==> src/epr_pkg.sv <==
// Package with payload types, constants and helper functions for the pose transform.
`default_nettype none
package epr_pkg;

  typedef struct packed {
    logic               command;
    logic signed [31:0] in_x;
    logic signed [31:0] in_y;
    logic signed [31:0] in_z;
    logic signed [15:0] in_pitch;
    logic signed [15:0] in_yaw;
    logic signed [15:0] in_roll;
  } in_word_t;

  typedef struct packed {
    logic signed [31:0] out_x;
    logic signed [31:0] out_y;
    logic signed [31:0] out_z;
    logic signed [15:0] out_pitch;
    logic signed [15:0] out_yaw;
    logic signed [15:0] out_roll;
    logic               gimbal_lock;
  } out_word_t;

  localparam logic [2:0] REG_POSE_X     = 3'd0;
  localparam logic [2:0] REG_POSE_Y     = 3'd1;
  localparam logic [2:0] REG_POSE_Z     = 3'd2;
  localparam logic [2:0] REG_POSE_PITCH = 3'd3;
  localparam logic [2:0] REG_POSE_YAW   = 3'd4;
  localparam logic [2:0] REG_POSE_ROLL  = 3'd5;

  localparam logic COMMAND_TO_LOCAL = 1'b0;
  localparam logic COMMAND_TO_WORLD = 1'b1;

  localparam int AngleTableLen = 24;
  localparam logic signed [35:0] GAIN_INV_Q30 = 36'sd652032874;
  localparam logic [63:0] GIMBAL_SQ_Q60 = 64'd1152921504606;

  // Arctangent of 2^-i as a 32 bit binary angle.
  function automatic logic signed [33:0] angle_step(input int idx);
    logic signed [33:0] t [AngleTableLen];
    t = '{34'sd536870912, 34'sd316933406, 34'sd167458907, 34'sd85004756,
          34'sd42667331, 34'sd21354465, 34'sd10679838, 34'sd5340245,
          34'sd2670163, 34'sd1335087, 34'sd667544, 34'sd333772, 34'sd166886,
          34'sd83443, 34'sd41722, 34'sd20861, 34'sd10430, 34'sd5215,
          34'sd2608, 34'sd1304, 34'sd652, 34'sd326, 34'sd163, 34'sd81};
    return t[idx];
  endfunction

  // Q30 product with round half up: floor((a*b + 2^29) / 2^30).
  function automatic logic signed [35:0] mul30(input logic signed [35:0] a,
                                               input logic signed [35:0] b);
    logic signed [71:0] p;
    p = a * b + 72'sd536870912;
    return p[65:30];
  endfunction

  // Same rounding for a matrix entry times a 34 bit position.
  function automatic logic signed [40:0] mulpos(input logic signed [35:0] a,
                                                input logic signed [33:0] b);
    logic signed [69:0] p;
    p = a * b + 70'sd536870912;
    return 41'($signed(p[69:30]));
  endfunction

endpackage
`default_nettype wire

==> src/epr_cordic_rot.sv <==
// Pipelined rotation-mode CORDIC producing sine and cosine in Q30.
`default_nettype none
module epr_cordic_rot #(
  parameter int Steps = 16
) (
  input  wire logic               clk,
  input  wire logic               en,
  input  wire logic [15:0]        ang,
  output logic signed [35:0]      sin_o,
  output logic signed [35:0]      cos_o
);
  logic signed [35:0] x_r [Steps+1];
  logic signed [35:0] y_r [Steps+1];
  logic signed [33:0] z_r [Steps+1];
  logic               neg_r [Steps+1];
  logic [31:0]        a32;
  logic               neg;

  always_comb begin
    a32 = {ang, 16'h0000};
    neg = (a32[31:30] == 2'd1) || (a32[31:30] == 2'd2);
    if (neg) a32 = a32 + 32'h8000_0000;
  end

  always_ff @(posedge clk) begin
    if (en) begin
      x_r[0]   <= epr_pkg::GAIN_INV_Q30;
      y_r[0]   <= '0;
      z_r[0]   <= {{2{a32[31]}}, a32};
      neg_r[0] <= neg;
    end
  end

  for (genvar i = 0; i < Steps; i++) begin : g_step
    always_ff @(posedge clk) begin
      if (en) begin
        if (!z_r[i][33]) begin
          x_r[i+1] <= x_r[i] - (y_r[i] >>> i);
          y_r[i+1] <= y_r[i] + (x_r[i] >>> i);
          z_r[i+1] <= z_r[i] - epr_pkg::angle_step(i);
        end else begin
          x_r[i+1] <= x_r[i] + (y_r[i] >>> i);
          y_r[i+1] <= y_r[i] - (x_r[i] >>> i);
          z_r[i+1] <= z_r[i] + epr_pkg::angle_step(i);
        end
        neg_r[i+1] <= neg_r[i];
      end
    end
  end

  assign cos_o = neg_r[Steps] ? -x_r[Steps] : x_r[Steps];
  assign sin_o = neg_r[Steps] ? -y_r[Steps] : y_r[Steps];
endmodule
`default_nettype wire

==> config.mk <==
export PLATFORM = sky130hd
export DESIGN_NAME = epr_cordic_rot
export DESIGN_NICKNAME = d
export VERILOG_FILES = /design/src/epr_pkg.sv /design/src/epr_cordic_rot.sv
export SDC_FILE = /design/constraint.sdc
export NUM_CORES = 2
export LEC_CHECK = 0
export ABC_CLOCK_PERIOD_IN_PS = 6400
export BUFFER_PORTS_ARGS = -buffer_cell sky130_fd_sc_hd__buf_4
export CAP_MARGIN = 20
export CORE_ASPECT_RATIO = 1.1
export CORE_MARGIN = 8
export CORE_UTILIZATION = 42
export CTS_BUF_LIST = sky130_fd_sc_hd__clkbuf_4
export DETAILED_ROUTE_END_ITERATION = 10
export SETUP_SLACK_MARGIN = 0.15
export SLEW_MARGIN = 20
export SYNTH_ARGS = -nofsm -noshare
export SYNTH_HDL_FRONTEND = slang
export SYNTH_SLANG_ARGS = --single-unit
==> constraint.sdc <==
create_clock -name clk -period 6.4 [get_ports clk]
set_clock_uncertainty 0.2 [all_clocks]
set_input_delay 0 -clock clk [delete_from_list [all_inputs] [get_ports clk]]
set_output_delay 0 -clock clk [all_outputs]
set_load 0.01 [all_outputs]
==> metrics.txt <==
area of the multi-input gates ~80000 µm²; largest net degree at the start of global routing 140; total track usage between 15 and 20%; max_cap viols 0; endpoints failing hold 0; Slew Viols, Final 0; most frequent CP cell dlygate4sd3_1; DP HPWL about 260 mm; slew margin rel. between 20 and 30%; fillers between 20000 and 30000; Initial Util a little over two fifths; CTS root buf clkbuf_4; worst-path cell chain dlygate4sd3_1 > dlygate4sd3_1 > dlygate4sd3_1 > buf_16 > buf_16 > buf_12 > nand2_2 > buf_4 > o21ai_0 > buf_4 > ha_1 > a211o_1 > o211ai_1 > a31oi_1 > a221o_1 > a221o_1 > o311ai_0 > a21oi_1 > nand4_1 > nand4b_1 > a21oi_1 > xnor2_1; crit-path max FO 65; Placed Cells between 15000 and 20000; Overflow after GRT 0; Synth Instances between 10000 and 15000; FF-to-FF path depth 20; HP Start neg_r[0][3]$_DFFE_PP_; Critical Path Max Stage Delay 0.63 ns; worst-case hold path end point neg_r[0][4]$_DFFE_PP_; part of the cycle the worst path needs 91.8%; # H-tree levels 5; Synth Register Bits around 1500; post-route cell area ~140000 µm²; Slowest-stage cell, CP dlygate4sd3_1; register area share after synthesis between 30% and 40%; drt via density approximately 5.5; DRC violations left 0; R2R Setup Slk 0.53 ns; count of buffer and inverter cells on the critical path 8; Clock Latency Late Sink about 1.4 ns; Die W between 500 and 600 µm; Worst path top cell family by delay buffers and inverters; Post-synth EDFFs around 1500; drt pass-1 iters 6; gpl congestion 0.924; Worst Setup Start Kind input port; Clock Pin Slew Worst Setup and Hold Paths ~0.07 ns; Syn Nets 14900; RSZ-0062 raised after global routing yes; clock sinks roughly 1500; Placed Instance Area approximately 130000 µm²; vias in the first global route 98200; Setup TNS Final 0 ns; outcome complete, no violations; Port Buffers approximately 90; Final ANT Viol Nets 0; initial DRC count ~5600; Synth cell types 99; Period minus WS final between 5 and 6 ns; Via Count ~100k; Fmax 0.170 GHz; die area about 320000 µm²; Synth Warn # 0; # IOs 90; worst path arrival time between 6 and 7 ns; first-pass GRT wire length 526 mm; total CTS buffers 411; Post-CTS Repair Setup Buffers 0; crit path kind in -> reg; CP endpoint kind flop; nets roughly 15000; Tightest Pin Transition about 1.1 ns; Syn Area/Cell roughly 9.6 µm²; FFs w/ async S/R, synth 0%; initial antenna violation count 4; reg2reg start y_r[8][8]$_DFFE_PP_; share of layout cells above drive strength 1 about 7%; top_reg_cell synth edfxtp_1; reg-to-reg endpoint x_r[9][35]$_DFFE_PP_; Final Routed Wirelength 332 mm; FF/Latch Area ~46000 µm²; Syn Std Cell Area between 100000 and 150000 µm²; non-filler cells, final between 15000 and 20000; worst hold margin 0.207 ns; hold crit path type reg -> reg; num rows between 200 and 250; Die H approximately 600 µm; CTS max path bufs 4; CTS tree done; Data required, critical path 7.31 ns; Avg WL per Cell approximately 18 µm; area grow syn2layout 9.06%; Hold Path Depth 0; critical path depth 22; core area 306000 µm²; final setup vio count 0
-- what timing repair did --
action	CTS	global route
gates resized for setup	0	6
hold buffers	57	0
hold endpoints to repair	1865	0
endpoints found under the setup margin	0	13
-- kinds of logic (layout without fill, tap and decap cells) --
kind of cell               count (synthesis)  count (layout)  synth area share, %
AOI/OAI and AO/OA                       4079            4079                 20.2
xor gates and xnor gates                1995            1995                 13.6
adders and majority gates               1491            1491                 14.7
buffers and inverters                    725            1499                 2.12
DFF                                     1521            1521                 35.5
muxes                                    103             103                0.848
other                                      1               9              0.00291
and+or+nand+nor                         3480            3480                 13.1
-- stage by stage --
stage | util [%] | setup WS, ns
after global routing | 45.9 | 0.0960
after detailed placement | 44.1 | 0.527
after floorplan | - | 1.21
after global placement | 44.1 | 0.412
after CTS | 45.9 | 0.395
final | 46.0 | 0.526
-- placed cells by master (no fill, tap or decap), drive strengths merged, types with 252 or more instances in the layout --
master,count
a21o,623
nand2,727
xor2,656
a21oi,1316
ha,1447
nand2b,252
nor3,356
xnor2,1339
inv,514
clkbuf,539
edfxtp,1521
nor2,1060
o21ai,787
-- worst max-delay path by stage --
stage	end	start	slack, ns
2_1_floorplan	y_r[15][34]$_DFFE_PP_	x_r[14][19]$_DFFE_PP_	1.21
3_3_place_gp	y_r[5][35]$_DFFE_PP_	x_r[4][9]$_DFFE_PP_	0.41
3_5_place_dp	y_r[5][35]$_DFFE_PP_	x_r[4][8]$_DFFE_PP_	0.53
4_1_cts	x_r[16][35]$_DFFE_PP_	en	0.40
5_1_grt	x_r[16][35]$_DFFE_PP_	en	0.1
6_report	x_r[9][35]$_DFFE_PP_	en	0.53
-- Yosys cell counts (252+ instances only) --
master / n / area, µm²
nand2b_1: 252 / 1580
xor2_1: 656 / 5750
a21oi_1: 1315 / 6580
o21ai_0: 771 / 3860
nor3_1: 356 / 1780
xnor2_1: 1339 / 11700
ha_1: 1447 / 18100
nand2_1: 727 / 2730
nor2_1: 1059 / 3980
a21o_1: 623 / 4680
edfxtp_1: 1521 / 45700
inv_1: 504 / 1890
-- sequential cells by signal, summed over array words and instances (netlist names) --
register / cells
y_r: 541
z_r: 450
x_r: 513
neg_r: 17
-- routing by layer --
metal / share of wire [%] / wire (µm) / global-route usage (%) / vias to the layer above
met2: 51 / 169000 / 36.6 / 2043
met3: 3.7 / 12400 / 2.40 / 712
met1: 41 / 136000 / 22.8 / 47000
li1: - / - / - / 51200
met5: 0.0039 / 13 / 0 / -
met4: 4.3 / 14400 / 8.07 / 2
-- worst register-to-register path, cell delays in order (launching register included) --
cell and delay (ns):
edfxtp_1 0.46, inv_1 0.09, ha_1 0.17, nand2b_1 0.10
or4b_1 0.54, nor4_1 0.34, nand2b_1 0.18, or3_1 0.42
or4_1 0.49, or2_2 0.31, o41ai_1 0.30, xnor2_1 0.16
ha_1 0.32, a21o_1 0.19, a21o_1 0.19, o311ai_0 0.48
a21oi_1 0.21, nand4_1 0.14, nand4b_1 0.09, a21oi_1 0.18
xnor2_1 0.08
-- area by class of cell --
cell class | count | share of cell area [%]
multi-input cells | 11100 | 57.3
flip-flops and latches | 1521 | 32.5
well taps | 4085 | 3.64
clock buffers | 539 | 2.88
repair buffers | 260 | 1.57
inverters | 512 | 1.37
clock inverters | 188 | 0.751
diodes | 8 | 0.0143
Power is not shown: default switching activity piles up to over one toggle a cycle in this logic, so the estimate is an artifact.
